<file path="src/design/deq_pkg.sv">
// ----------------------------------------------------------------------------
// deq_pkg
// Shared types and codes for the bounded double-ended queue.
// ----------------------------------------------------------------------------
package deq_pkg;

    // Opcodes carried by an input transaction
    localparam logic [2:0] OP_PUSH_FRONT = 3'd0;
    localparam logic [2:0] OP_PUSH_BACK  = 3'd1;
    localparam logic [2:0] OP_POP_FRONT  = 3'd2;
    localparam logic [2:0] OP_POP_BACK   = 3'd3;
    localparam logic [2:0] OP_DUMP_FWD   = 3'd4;
    localparam logic [2:0] OP_DUMP_REV   = 3'd5;

    // Result status codes
    localparam logic [1:0] STS_OK    = 2'd0;
    localparam logic [1:0] STS_EMPTY = 2'd1;
    localparam logic [1:0] STS_FULL  = 2'd2;

    // Input transaction payload
    typedef struct packed {
        logic [2:0]         opcode;
        logic signed [31:0] value;
    } t_in;

    // Output transaction payload
    typedef struct packed {
        logic signed [31:0] value_res;
        logic [1:0]         status;
        logic               has_value;
        logic               last;
    } t_out;

    // Controller states
    typedef enum logic [0:0] {
        ST_IDLE,
        ST_DUMP
    } t_state;

endpackage

</file>
<file path="src/design/deq_ram.sv">
// ----------------------------------------------------------------------------
// deq_ram
// Generic simple dual-port RAM: one write port, one read port, registered read.
// ----------------------------------------------------------------------------
module deq_ram #(
    parameter int WIDTH = 32,
    parameter int DEPTH = 16
) (
    input  logic                     i_clk,
    input  logic                     i_wr_en,
    input  logic [$clog2(DEPTH)-1:0] i_wr_addr,
    input  logic [WIDTH-1:0]         i_wr_data,
    input  logic                     i_rd_en,
    input  logic [$clog2(DEPTH)-1:0] i_rd_addr,
    output logic [WIDTH-1:0]         o_rd_data
);

    logic [WIDTH-1:0] r_mem [DEPTH];
    logic [WIDTH-1:0] r_rd_data;

    // Write port
    always_ff @(posedge i_clk) begin
        if (i_wr_en) begin
            r_mem[i_wr_addr] <= i_wr_data;
        end
    end

    // Registered read port; data holds until the next read
    always_ff @(posedge i_clk) begin
        if (i_rd_en) begin
            r_rd_data <= r_mem[i_rd_addr];
        end
    end

    assign o_rd_data = r_rd_data;

endmodule

</file>
<file path="src/design/double_ended_queue_unit.sv">
// ----------------------------------------------------------------------------
// double_ended_queue_unit
// Bounded deque of signed 32-bit values held in a ring buffer RAM.
// ----------------------------------------------------------------------------
// Usage:
//   Input channel (i_in_valid / o_in_ready / i_in_data) takes one opcode and
//   value per transaction. Output channel (o_out_valid / i_out_ready /
//   o_out_data) returns results through a single output register.
//   Push and pop: one status result, loaded into the output register at
//   acceptance; a new transaction is taken every cycle while the receiver keeps up.
//   Dump of N elements: N results, one per cycle while the receiver keeps
//   up; the first passes through the registered RAM read, then the output
//   register; input is held off until the last one is in the output register.
//   Empty dump, empty pop, full push and unused opcodes give one result.
//   Reset empties the deque and the output register; RAM contents are not
//   cleared (only written slots are ever read).
//   When the receiver stalls, the output register holds its result and both
//   input acceptance and the dump sequence pause until it drains.
// ----------------------------------------------------------------------------
module double_ended_queue_unit
    import deq_pkg::*;
#(
    parameter int DEPTH = 16
) (
    input  logic i_clk,
    input  logic i_rst_n,
    input  logic i_in_valid,
    output logic o_in_ready,
    input  t_in  i_in_data,
    output logic o_out_valid,
    input  logic i_out_ready,
    output t_out o_out_data
);

    localparam int AW = $clog2(DEPTH);
    localparam int CW = $clog2(DEPTH + 1);

    // Ring slot of (front + offset) mod DEPTH
    function automatic logic [AW-1:0] slot_of(input logic [AW-1:0] front,
                                              input logic [AW-1:0] offset);
        logic [AW:0] sum;
        sum = {1'b0, front} + {1'b0, offset};
        if (sum >= (AW+1)'(DEPTH)) begin
            sum = sum - (AW+1)'(DEPTH);
        end
        return sum[AW-1:0];
    endfunction

    t_state        r_state, n_state;
    logic [AW-1:0] r_front, n_front;
    logic [CW-1:0] r_count, n_count;
    logic [CW-1:0] r_idx,   n_idx;
    logic          r_rev,   n_rev;
    logic          r_out_valid, n_out_valid;
    t_out          r_out,   n_out;

    logic          w_out_free;
    logic          w_accept;
    logic [CW-1:0] w_idx_inc;
    logic [CW-1:0] w_rd_k;
    logic          w_rd_rev;
    logic [CW-1:0] w_rd_off;
    logic [AW-1:0] w_front_dec;
    logic [AW-1:0] w_front_inc;
    logic          wr_en;
    logic [AW-1:0] wr_addr;
    logic          rd_en;
    logic [AW-1:0] rd_addr;
    logic [31:0]   rd_data;

    deq_ram #(
        .WIDTH (32),
        .DEPTH (DEPTH)
    ) u_ram (
        .i_clk     (i_clk),
        .i_wr_en   (wr_en),
        .i_wr_addr (wr_addr),
        .i_wr_data (i_in_data.value),
        .i_rd_en   (rd_en),
        .i_rd_addr (rd_addr),
        .o_rd_data (rd_data)
    );

    // Handshake
    assign w_out_free  = !r_out_valid || i_out_ready;
    assign o_in_ready  = (r_state == ST_IDLE) && w_out_free;
    assign w_accept    = i_in_valid && o_in_ready;
    assign o_out_valid = r_out_valid;
    assign o_out_data  = r_out;

    // Ring pointer arithmetic
    assign w_front_dec = (r_front == '0) ? AW'(DEPTH - 1) : r_front - AW'(1);
    assign w_front_inc = (r_front == AW'(DEPTH - 1)) ? '0 : r_front + AW'(1);

    // Dump read address: first element at acceptance, next one while dumping
    assign w_idx_inc = r_idx + CW'(1);
    assign w_rd_k    = (r_state == ST_IDLE) ? '0 : w_idx_inc;
    assign w_rd_rev  = (r_state == ST_IDLE) ? (i_in_data.opcode == OP_DUMP_REV) : r_rev;
    assign w_rd_off  = w_rd_rev ? (r_count - CW'(1) - w_rd_k) : w_rd_k;
    assign rd_addr   = slot_of(r_front, w_rd_off[AW-1:0]);

    // Next state and outputs
    always_comb begin
        n_state     = r_state;
        n_front     = r_front;
        n_count     = r_count;
        n_idx       = r_idx;
        n_rev       = r_rev;
        n_out_valid = r_out_valid && !i_out_ready;
        n_out       = r_out;
        wr_en       = 1'b0;
        wr_addr     = slot_of(r_front, r_count[AW-1:0]);
        rd_en       = 1'b0;

        unique case (r_state)
            ST_IDLE: begin
                if (w_accept) begin
                    n_out_valid     = 1'b1;
                    n_out.value_res = '0;
                    n_out.status    = STS_OK;
                    n_out.has_value = 1'b0;
                    n_out.last      = 1'b1;
                    unique case (i_in_data.opcode) inside
                        OP_PUSH_FRONT, OP_PUSH_BACK: begin
                            if (r_count == CW'(DEPTH)) begin
                                n_out.status = STS_FULL;
                            end else begin
                                wr_en   = 1'b1;
                                n_count = r_count + CW'(1);
                                if (i_in_data.opcode == OP_PUSH_FRONT) begin
                                    wr_addr = w_front_dec;
                                    n_front = w_front_dec;
                                end
                            end
                        end
                        OP_POP_FRONT, OP_POP_BACK: begin
                            if (r_count == '0) begin
                                n_out.status = STS_EMPTY;
                            end else begin
                                n_count = r_count - CW'(1);
                                if (i_in_data.opcode == OP_POP_FRONT) begin
                                    n_front = w_front_inc;
                                end
                            end
                        end
                        OP_DUMP_FWD, OP_DUMP_REV: begin
                            if (r_count == '0) begin
                                n_out.status = STS_EMPTY;
                            end else begin
                                // Start streaming: first read issued now
                                n_out_valid = 1'b0;
                                rd_en       = 1'b1;
                                n_idx       = '0;
                                n_rev       = w_rd_rev;
                                n_state     = ST_DUMP;
                            end
                        end
                        default: begin
                        end
                    endcase
                end
            end
            ST_DUMP: begin
                if (w_out_free) begin
                    n_out_valid     = 1'b1;
                    n_out.value_res = signed'(rd_data);
                    n_out.status    = STS_OK;
                    n_out.has_value = 1'b1;
                    n_out.last      = (w_idx_inc == r_count);
                    if (w_idx_inc == r_count) begin
                        n_state = ST_IDLE;
                    end else begin
                        rd_en = 1'b1;
                        n_idx = w_idx_inc;
                    end
                end
            end
            default: begin
                n_state = ST_IDLE;
            end
        endcase
    end

    // Control registers
    always_ff @(posedge i_clk) begin
        if (!i_rst_n) begin
            r_state     <= ST_IDLE;
            r_front     <= '0;
            r_count     <= '0;
            r_idx       <= '0;
            r_rev       <= 1'b0;
            r_out_valid <= 1'b0;
        end else begin
            r_state     <= n_state;
            r_front     <= n_front;
            r_count     <= n_count;
            r_idx       <= n_idx;
            r_rev       <= n_rev;
            r_out_valid <= n_out_valid;
        end
    end

    // Output payload register
    always_ff @(posedge i_clk) begin
        r_out <= n_out;
    end

endmodule

</file>
<file path="config.mk">
export PLATFORM = sky130hd
export DESIGN_NAME = double_ended_queue_unit
export DESIGN_NICKNAME = d
export VERILOG_FILES = /design/src/design/deq_pkg.sv /design/src/design/deq_ram.sv /design/src/design/double_ended_queue_unit.sv
export SDC_FILE = /design/constraint.sdc
export NUM_CORES = 1
export LEC_CHECK = 0
export BUFFER_PORTS_ARGS = -buffer_cell sky130_fd_sc_hd__clkbuf_2
export CORE_MARGIN = 4
export CORE_UTILIZATION = 45
export DETAILED_ROUTE_END_ITERATION = 12
export GPL_TIMING_DRIVEN = 0
export REMOVE_ABC_BUFFERS = 1
export SYNTH_ARGS = -nofsm -noshare
export SYNTH_HDL_FRONTEND = slang
export SYNTH_SLANG_ARGS = --single-unit
</file>
<file path="constraint.sdc">
create_clock -name i_clk -period 5.3 [get_ports i_clk]
set_input_delay 0 -clock i_clk [delete_from_list [all_inputs] [get_ports i_clk]]
set_output_delay 0 -clock i_clk [all_outputs]
set_load 0.02 [all_outputs]
</file>
---- After elaboration in Yosys (flattened, before gate mapping) ----
Memories as Yosys holds them, arrays and structs flattened. A register that Yosys moved wholly into a read port is not among the register bits.
Index checks and enable logic that the tools add are counted.
word-level totals
  memories kept ........................... 1
  output and inout port bits .............. 38
  bits in latches ......................... 0
  bits in registers ....................... 53
  ROM bits ................................ 0
  memory bits (writable) .................. 512
operators by class
  muxes and demuxes ....................... 51
  multipliers ............................. 0
  bitwise operators ....................... 2
  magnitude comparators ................... 2
  shifts and indexed selects .............. 0
  reductions and logical operators ........ 19
  add/sub/neg operators ................... 10
  equality and inequality tests ........... 17
  divide/modulo/power cells ............... 0
memory list
  name         words  width  rd ports  clocked after Yosys merged registers in  write ports  line           RTL
  u_ram.r_mem  16     32     1         1                                        1            deq_ram.sv:18  logic [WIDTH-1:0] r_mem [DEPTH];
operators with widths
  cell                                                       number
  2-to-1 mux 36 bit                                          2
  case mux 36 bit (2 select lines)                           1
  2-to-1 mux 4 bit                                           15
  2-to-1 mux 5 bit                                           7
  case mux 5 bit (2 select lines)                            2
  2-to-1 mux 1 bit                                           18
  != test 2 bit (second input constant)                      7
  subtractor 4 x 1 -> 4 bit (second input constant)          3
  adder 4 x 4 -> 5 bit                                       2
  adder 5 x 1 -> 5 bit (second input constant)               2
  greater-or-equal comparator 5 bit (second input constant)  2
  AND reduction 5 bit                                        2
  case mux 4 bit (2 select lines)                            1
  AND reduction 7 bit                                        1
  equality test 3 x 2 -> 1 bit (second input constant)       2
  equality test 3 bit (second input constant)                2
  case mux 1 bit (2 select lines)                            3
  OR reduction 2 bit                                         3
  equality test 5 bit                                        1
  equality test 5 bit (second input constant)                1
  zero test 5 bit                                            1
  subtractor 5 x 1 -> 5 bit (second input constant)          1
  adder 4 x 1 -> 4 bit (second input constant)               1
  equality test 4 bit (second input constant)                1
  15 further kinds                                           20

---- Longest topological paths before layout ----
Gate-level depths: netlist of run 1.
  depth in word-level cells ............... 8
  depth in mapped cells ................... 14
  gate-level depth less buffers ........... 12

---- By module ----
Synthesis of run 1 repeated with hierarchy kept, for this count alone.
unflattened totals
  cells, all modules ...................... 1,111
  area, all modules ....................... 23,100.9 µm²
modules (own cells, without submodules)
  module                   cells each  area an instance (µm²)  times used
  deq_ram                  838         20,155.6                1
  double_ended_queue_unit  273         2,945.3                 1

---- Worst setup path after synthesis of run 1 ----
No wires, ideal clock.
  kind .................................... register to register
  start ................................... register r_count[0]
  end ..................................... memory u_ram.r_mem[11][0], enable pin
  library setup time ...................... 0.461 ns
  path slack .............................. 0.844 ns
  buffers on the path ..................... 0
  period minus slack after synthesis ...... 4.456 ns
  required time ........................... 4.839 ns
  stages on the path, launching flop included .. 8
  arrival time ............................ 3.995 ns
  cell sequence ........................... dfxtp_1 > inv_1 > ha_1 > nand4bb_1 > nand4_1 > nor2_1 > mux2_2 > nor3_1
between the ends
  longest elaborated chain between the ends .. 8
RTL lines
  item                                                                                   line                                                          RTL
  from (decl)                                                                            double_ended_queue_unit.sv:51                                 logic [CW-1:0] r_count, n_count;
  from (signal assigned)                                                                 double_ended_queue_unit.sv:196                                r_count <= n_count;
  adder 4 x 4 -> 5 bit                                                                   double_ended_queue_unit.sv:42                                 sum = {1'b0, front} + {1'b0, offset};
  subtractor 4 x 1 -> 4 bit / greater-or-equal comparator 5 bit (equally long branches)  double_ended_queue_unit.sv:44, double_ended_queue_unit.sv:43
  2-to-1 mux 4 bit                                                                       double_ended_queue_unit.sv:43                                 if (sum >= (AW+1)'(DEPTH)) begin
  2-to-1 mux 4 bit                                                                       double_ended_queue_unit.sv:130                                if (i_in_data.opcode == OP_PUSH_FRONT) begin
  2-to-1 mux 4 bit                                                                       double_ended_queue_unit.sv:125                                if (r_count == CW'(DEPTH)) begin
  2-to-1 mux 4 bit                                                                       double_ended_queue_unit.sv:123                                unique case (i_in_data.opcode) inside
  2-to-1 mux 4 bit                                                                       double_ended_queue_unit.sv:117                                if (w_accept) begin
  2-to-1 mux 4 bit                                                                       double_ended_queue_unit.sv:115                                unique case (r_state)
  to (decl)                                                                              deq_ram.sv:18
Parallel ways exist; a longest one is shown, timed or not.

---- Worst setup path in the final report of run 1 ----
  start ................................... register r_state
  end ..................................... register u_ram.r_rd_data[31], in the netlist u_ram.o_rd_data[31] (read register of u_ram.r_mem) (data pin)
between the ends
  longest elaborated chain between the ends .. 6
RTL lines
  item                                                                                   line                                                          RTL
  from (decl)                                                                            double_ended_queue_unit.sv:49                                 t_state r_state, n_state;
  from (signal assigned)                                                                 double_ended_queue_unit.sv:194                                r_state <= n_state;
  2-to-1 mux 4 bit                                                                       double_ended_queue_unit.sv:97                                 assign w_rd_k = (r_state == ST_IDLE) ? '0 : w_idx_inc;
  subtractor 4 bit                                                                       double_ended_queue_unit.sv:99                                 assign w_rd_off = w_rd_rev ? (r_count - CW'(1) - w_rd_k) : w_rd_k;
  2-to-1 mux 4 bit                                                                       double_ended_queue_unit.sv:99
  adder 4 x 4 -> 5 bit                                                                   double_ended_queue_unit.sv:42
  subtractor 4 x 1 -> 4 bit / greater-or-equal comparator 5 bit (equally long branches)  double_ended_queue_unit.sv:44, double_ended_queue_unit.sv:43
  2-to-1 mux 4 bit                                                                       double_ended_queue_unit.sv:43
  to (decl)                                                                              deq_ram.sv:19                                                 logic [WIDTH-1:0] r_rd_data;
Parallel ways exist; a longest one is shown, timed or not.
A chain may end at the register's enable or synchronous reset.

==> results of run 1 <==
## Yosys cell counts (3+ instances only)
| master | number | area [sq um] |
|---|---|---|
| and2_1 | 34 | 213 |
| ha_1 | 15 | 188 |
| buf_6 | 3 | 33.8 |
| a21o_1 | 3 | 22.5 |
| nand4_1 | 4 | 25.0 |
| nor2_1 | 19 | 71.3 |
| mux2i_1 | 101 | 1010 |
| xor2_1 | 4 | 35.0 |
| mux2_2 | 3 | 33.8 |
| fa_1 | 3 | 60.1 |
| nand3_1 | 9 | 45.0 |
| nand2b_1 | 4 | 25.0 |
| a21oi_1 | 15 | 75.1 |
| nor3_1 | 19 | 95.1 |
| dfxtp_1 | 17 | 340 |
| buf_2 | 14 | 70.1 |
| edfxtp_1 | 580 | 17400 |
| clkbuf_1 | 30 | 113 |
| xnor2_1 | 16 | 140 |
| nor2b_1 | 3 | 18.8 |
| nand2_1 | 15 | 56.3 |
| inv_1 | 14 | 52.6 |
| a211oi_1 | 4 | 30.0 |
| a31oi_1 | 3 | 18.8 |
| mux4_2 | 128 | 2880 |
| o21ai_0 | 11 | 55.1 |
## metal layers
metal	part of all wire [%]	track usage, %	wire length [um]
met5	0.014	0	7
met1	46	27.3	23200
met3	5.0	3.20	2500
met4	2.3	5.15	1180
met2	46	27.5	23400
## power by group through the flow
| stage | Sequential (mW) | Combinational (mW) | Clock, mW |
|---|---|---|---|
| finish | 5.28 | 0.879 | 4.35 |
| global route | 5.28 | 0.957 | 4.66 |
| detailed placement | 5.38 | 0.872 | 0 |
| CTS | 5.28 | 0.898 | 4.46 |
| floorplan | 5.40 | 0.625 | 0 |
| global placement | 5.39 | 0.949 | 0 |
## cells by family (layout without fill, tap and decap cells)
family	after synthesis	in the layout	share of synthesized area [%]
muxes	233	233	16.8
xor gates and xnor gates	24	24	1.12
buffers and inverters	63	331	1.20
and+or+nand+nor	118	118	2.74
adders and majority gates	18	18	1.06
DFF	597	597	75.7
AOI/OAI and AO/OA	49	49	1.33
## state kept, by name (all words and copies together) (netlist names)
register,cells
o_out_data,36
o_out_valid,1
r_idx,5
u_ram.r_mem,512
r_state,1
r_front,4
r_rev,1
r_count,5
u_ram.o_rd_data,32
## final cells by class
cell class                 instances  share of cell area [%]
tap                              680                    3.02
clock inverter                    39                    1.25
timing repair buffer             201                    6.85
sequential                       597                    63.0
inverter                          14                   0.186
clock buffer                      77                    6.08
multi-input combinational        442                    19.6
## per-stage QoR
stage	setup WS (ns)	area [sq um]	hold slack [ns]	cells	utilization [%]
after CTS	0.473	28200	0.277	2050	54.8
after floorplan	-2.17	23200	0.0989	1053	-
after global placement	-6.15	24400	0.328	1809	47.6
after detailed placement	0.457	25700	0.330	1894	50.0
after global routing	0.227	28200	0.306	2050	54.8
final	0.543	28200	0.303	2050	54.8
## placed cells by master, fill, tap and decap left out, types with 6 or more instances in the layout
cell type,instances
nor2_1,19
clkbuf_1,10
inv_1,14
xnor2_1,16
buf_8,14
mux2i_1,101
dlygate4sd3_1,40
buf_6,53
a21oi_1,15
clkinv_2,7
dfxtp_1,16
clkbuf_2,76
o21ai_0,11
mux4_2,128
buf_12,7
nor3_2,16
clkbuf_16,67
ha_1,14
and2_1,34
edfxtp_1,580
buf_16,6
nand2_1,14
nand3_1,9
clkinv_1,17
## worst max-delay path, delay by kind of cell (launching register included)
kind | cells | cell delay (ns)
AOI/OAI and AO/OA | 1 | 0.13
muxes | 3 | 0.66
buffers and inverters | 5 | 1.10
DFF | 1 | 0.65
and+or+nand+nor | 2 | 0.32
adders and majority gates | 3 | 1.59
## worst paths after layout
check / from / to / slack [ns] / cells after the start
max: r_state$_SDFF_PN0_ / u_ram.o_rd_data[31]$_DFFE_PP_ / 0.54 / 14
min reg2reg: r_idx[1]$_SDFFE_PN0P_ / r_idx[1]$_SDFFE_PN0P_ / 0.51 / 2
max reg2reg: r_state$_SDFF_PN0_ / u_ram.o_rd_data[31]$_DFFE_PP_ / 0.54 / 14
min: i_rst_n / r_idx[4]$_SDFFE_PN0P_ / 0.30 / 3
==> impl_metrics.py, run 1 <==
metrics = {
    "cts": {
        "hold_buffers": 40,
        "h-tree-depth": 3,
        "cts_tree": "yes",
        "post-cts-setup-buffers": 0,
        "cts_buffers": 66,
        "root_buffer": "clkbuf_16",
        "post_cts_resized": 0,
        "clk_pin_slew_worst_paths_ns": 0.06,
        "clk_latency_ns": 0.61,
        "cts.sinks": 597,
        "cts.path.max_buffers": 3,
    },
    "drt": {
        "first_pass_iters": 8,
        "first_iter_violations": 967,
        "vias_per_cell": 5.58,
        "drc": 0,
        "wl_per_cell_um": 24.5,
        "totalWireLength_um": 50300,
        "ant_nets": 0,
        "route.vias.total": 11447,
    },
    "final_layout": {
        "fillCellCount": 3905,
        "num_antenna_cells": 0,
        "multi_input_area_sq_um": 5520,
        "area_growth_pct": 20.2,
        "nets": 1379,
        "layout-drive-gt1-share_pct": 29.8,
        "ff_latch_area_sq_um": 17800,
    },
    "sta": {
        "slew_viol_final": 0,
        "hold_viol": 0,
        "tightest_slew_ns": 1.01,
        "rsz0062_at_grt": "false",
        "fin_crit_ns": 4.76,
        "fin_crit_sh_pct": 89.7,
        "maxSlewHeadroom_pct": 31.0,
        "max_freq_mhz": 210,
        "setup_violations": 0,
        "fin_setup_tns_ns": 0,
        "worst_clock_skew_ns": 0.0341,
    },
    "setup_path": {
        "critPathCaptureType": "flip-flop",
        "critPathKind": "flip-flop to flip-flop",
        "crit_path_max_fanout": 47,
        "cp_slowest_cell": "fa_4",
        "slowest_delay_ns": 0.93,
        "path_cells": "inv_1 -> nor2_1 -> ha_1 -> fa_1 -> nor2_1 -> a21o_1 -> inv_1 -> fa_4 -> buf_16 -> buf_16 -> buf_12 -> mux4_2 -> mux2i_1 -> mux2i_1",
        "worstSetupStartpointType": "flip-flop",
        "required_ns": 5.60,
        "crit_arrival_ns": 5.06,
    },
    "synthesis": {
        "yosysWarnings": 0,
        "ys_seq_elements": 597,
        "yosys.cell_types.count": 52,
        "ys_async_sr_fraction_pct": 0,
        "synth_cells": 1102,
        "syn_area_per_cell_sq_um": 21.3,
        "synth-main-ff-cell": "edfxtp_1",
        "ys_seq_area_share_pct": 75.7,
        "syn_area_sq_um": 23400,
        "synth-edff-count": 580,
    },
    "floorplanning": {
        "core-area_sq_um": 51400,
        "fp.dieW_um": 236,
        "top_level_ports": 77,
        "die_y_um": 236,
        "start_util_pct": 45.6,
        "die_area_sq_um": 55800,
        "fp-row-count": 83,
    },
    "power_and_ir_drop": {
        "total_power_mw": 10.5,
        "p_sw_mw": 2.35,
        "p_int_mw": 8.16,
        "power_density_nw_per_um2": 373,
        "swShare_pct": 22.3,
        "p_leak_nw": 9.45,
        "ir_drop_mv": 0.246,
        "combPwrFrac_pct": 8.4,
        "power_frac_seq_pct": 50.3,
        "p_clk_share_pct": 41.4,
    },
    "global_routing": {
        "antenna_found_initial": 2,
        "grt_overflow": 0,
        "grtUsageTotal_pct": 18.1,
        "grt_pass1_vias": 11704,
        "grt_max_degree": 48,
        "grt_pass1_wl_um": 75800,
    },
    "place": {
        "dp_hpwl_um": 31900,
        "gp_congestion": 0.742,
        "portBuffers": 76,
    },
    "run": {
        "cap_viol_max_count": 0,
    },
    "hold_path": {
        "hp-class": "primary input to flip-flop",
    },
    "run_status": {
        "outcome": "finished, final reports clean",
    },
}
Note: power is estimated with default switching activity, not from simulation.
==> run 2, diff against run 1 <==
CTS_BUF_LIST = sky130_fd_sc_hd__clkbuf_16   (was not set)
==> run 2 against run 1 <==
Net effect: fmax barely moved; non-clock buffer count stayed put; sequential cell count unchanged; hold slack about the same; clock-buffer cell count down 10; final cell count unchanged; critical path depth unchanged; highest routed layer unchanged; die area did not move; cell area is the same; core utilization did not move.
==> impl_metrics.py, run 2 (same netlist as run 1, synthesis figures left out) <==
metrics = {
    "global_routing": {
        "grt_overflow": 0,
        "grt_max_degree": 48,
        "grt_pass1_vias": 11704,
        "antenna_found_initial": 2,
        "grt_pass1_wl_um": 75800,
        "grtUsageTotal_pct": 18.1,
    },
    "drt": {
        "vias_per_cell": 5.57,
        "drc": 0,
        "first_pass_iters": 7,
        "first_iter_violations": 880,
        "route.vias.total": 11427,
        "ant_nets": 0,
        "totalWireLength_um": 50200,
        "wl_per_cell_um": 24.5,
    },
    "sta": {
        "setup_violations": 0,
        "fin_crit_ns": 4.75,
        "whs_ns": 0.302,
        "tightest_slew_ns": 1.02,
        "slew_viol_final": 0,
        "setup_ws_ns": 0.548,
        "max_freq_mhz": 210,
        "fin_setup_tns_ns": 0,
        "rsz0062_at_grt": "false",
        "hold_viol": 0,
        "maxSlewHeadroom_pct": 30.1,
        "fin_crit_sh_pct": 89.7,
        "worst_clock_skew_ns": 0.0335,
    },
    "run_status": {
        "outcome": "finished, final reports clean",
    },
    "final_layout": {
        "largest_register_ffs": 512,
        "utilization_pct": 54.8,
        "num_antenna_cells": 0,
        "stdcell_area_sq_um": 28200,
        "regMostFlops": "u_ram.r_mem",
        "final_common_cell": "edfxtp_1",
        "area_growth_pct": 20.2,
        "layout-drive-gt1-share_pct": 29.8,
        "nets": 1379,
        "final_cell_mix": "edfxtp_1, mux4_2, mux2i_1",
        "stdcell_count": 2050,
    },
    "place": {
        "gp_congestion": 0.742,
        "dp_slack_ns": 0.457,
        "dp_hpwl_um": 31900,
        "placed_area_sq_um": 25700,
        "portBuffers": 76,
        "dp.cells": 1894,
    },
    "floorplanning": {
        "top_level_ports": 77,
        "die_y_um": 236,
        "fp-row-count": 83,
        "fp.dieW_um": 236,
        "core-area_sq_um": 51400,
        "die_area_sq_um": 55800,
        "start_util_pct": 45.6,
    },
    "power_and_ir_drop": {
        "swShare_pct": 22.4,
        "total_power_mw": 10.5,
        "p_clk_share_pct": 41.3,
        "combPwrFrac_pct": 8.4,
        "p_int_mw": 8.14,
        "p_leak_nw": 9.49,
        "ir_drop_mv": 0.246,
        "p_sw_mw": 2.35,
        "power_density_nw_per_um2": 372,
        "power_frac_seq_pct": 50.4,
    },
    "cts": {
        "cts_tree": "yes",
        "cts.sinks": 597,
        "cts_buffers": 66,
        "clk_pin_slew_worst_paths_ns": 0.06,
        "root_buffer": "clkbuf_16",
        "clk_latency_ns": 0.61,
        "h-tree-depth": 3,
        "cts.path.max_buffers": 3,
    },
    "setup_path": {
        "critPathKind": "flip-flop to flip-flop",
        "critPathCaptureType": "flip-flop",
        "crit_arrival_ns": 5.05,
        "worstSetupStartpointType": "flip-flop",
        "required_ns": 5.60,
        "rr_worst_depth": 14,
        "crit_path_max_fanout": 47,
    },
    "run": {
        "cap_viol_max_count": 0,
    },
    "hold_path": {
        "min_path_cells": 3,
        "hp-class": "primary input to flip-flop",
    },
}
[run 2: changes by cell type in the layout (fill, tap and decap cells not counted)]
cell	delta
inv_1	+10
clkbuf_1	-10
[run 2: worst max-delay path, stage by stage (launching register included)]
cell and delay [ns]:
dfxtp_2 0.65, inv_1 0.20, nor2_1 0.20, ha_1 0.23, fa_1 0.43, nor2_1 0.12, a21o_1 0.13, inv_1 0.06
fa_4 0.93, buf_16 0.30, buf_16 0.28, buf_12 0.25, mux4_2 0.33, mux2i_1 0.17, mux2i_1 0.13
[run 2: layer usage]
metal / part of all wire, % / up-vias / global-route usage [%]
li1: - / 4982 / -
met1: 46 / 6067 / 27.3
met2: 46 / 291 / 27.5
met3: 4.8 / 85 / 3.20
met4: 2.4 / 2 / 5.15
met5: 0.014 / - / 0
[run 2: power groups by stage]
| stage | registers (mW) | logic [mW] | clock network, mW |
|---|---|---|---|
| global route | 5.28 | 0.957 | 4.65 |
| CTS | 5.28 | 0.898 | 4.44 |
| floorplan | 5.40 | 0.625 | 0 |
| global placement | 5.39 | 0.949 | 0 |
| finish | 5.28 | 0.879 | 4.33 |
| detailed placement | 5.38 | 0.872 | 0 |
[run 2: final timing paths]
| kind | start | to | slack (ns) |
|---|---|---|---|
| hold / removal | i_rst_n | r_idx[4]$_SDFFE_PN0P_ | 0.30 |
| hold reg to reg | r_idx[1]$_SDFFE_PN0P_ | r_idx[1]$_SDFFE_PN0P_ | 0.51 |
| setup / recovery | r_state$_SDFF_PN0_ | u_ram.o_rd_data[30]$_DFFE_PP_ | 0.55 |
| setup reg to reg | r_state$_SDFF_PN0_ | u_ram.o_rd_data[30]$_DFFE_PP_ | 0.55 |
[run 2: area by class of cell]
type	instances	area [sq um]
Sequential cell	597	17800
Tap cell	680	851
Timing Repair Buffer	201	1930
Fill cell	3905	23200
Inverter	14	52.6
Clock inverter	49	389
Clock buffer	67	1680
Multi-Input combinational cell	442	5520
[run 2: what timing repair did]
action                                 4_1_cts  5_1_grt
endpoints found under the hold margin      530        0
hold buffers                                40        0
gates resized for setup                      0        0
setup buffers                                0        0
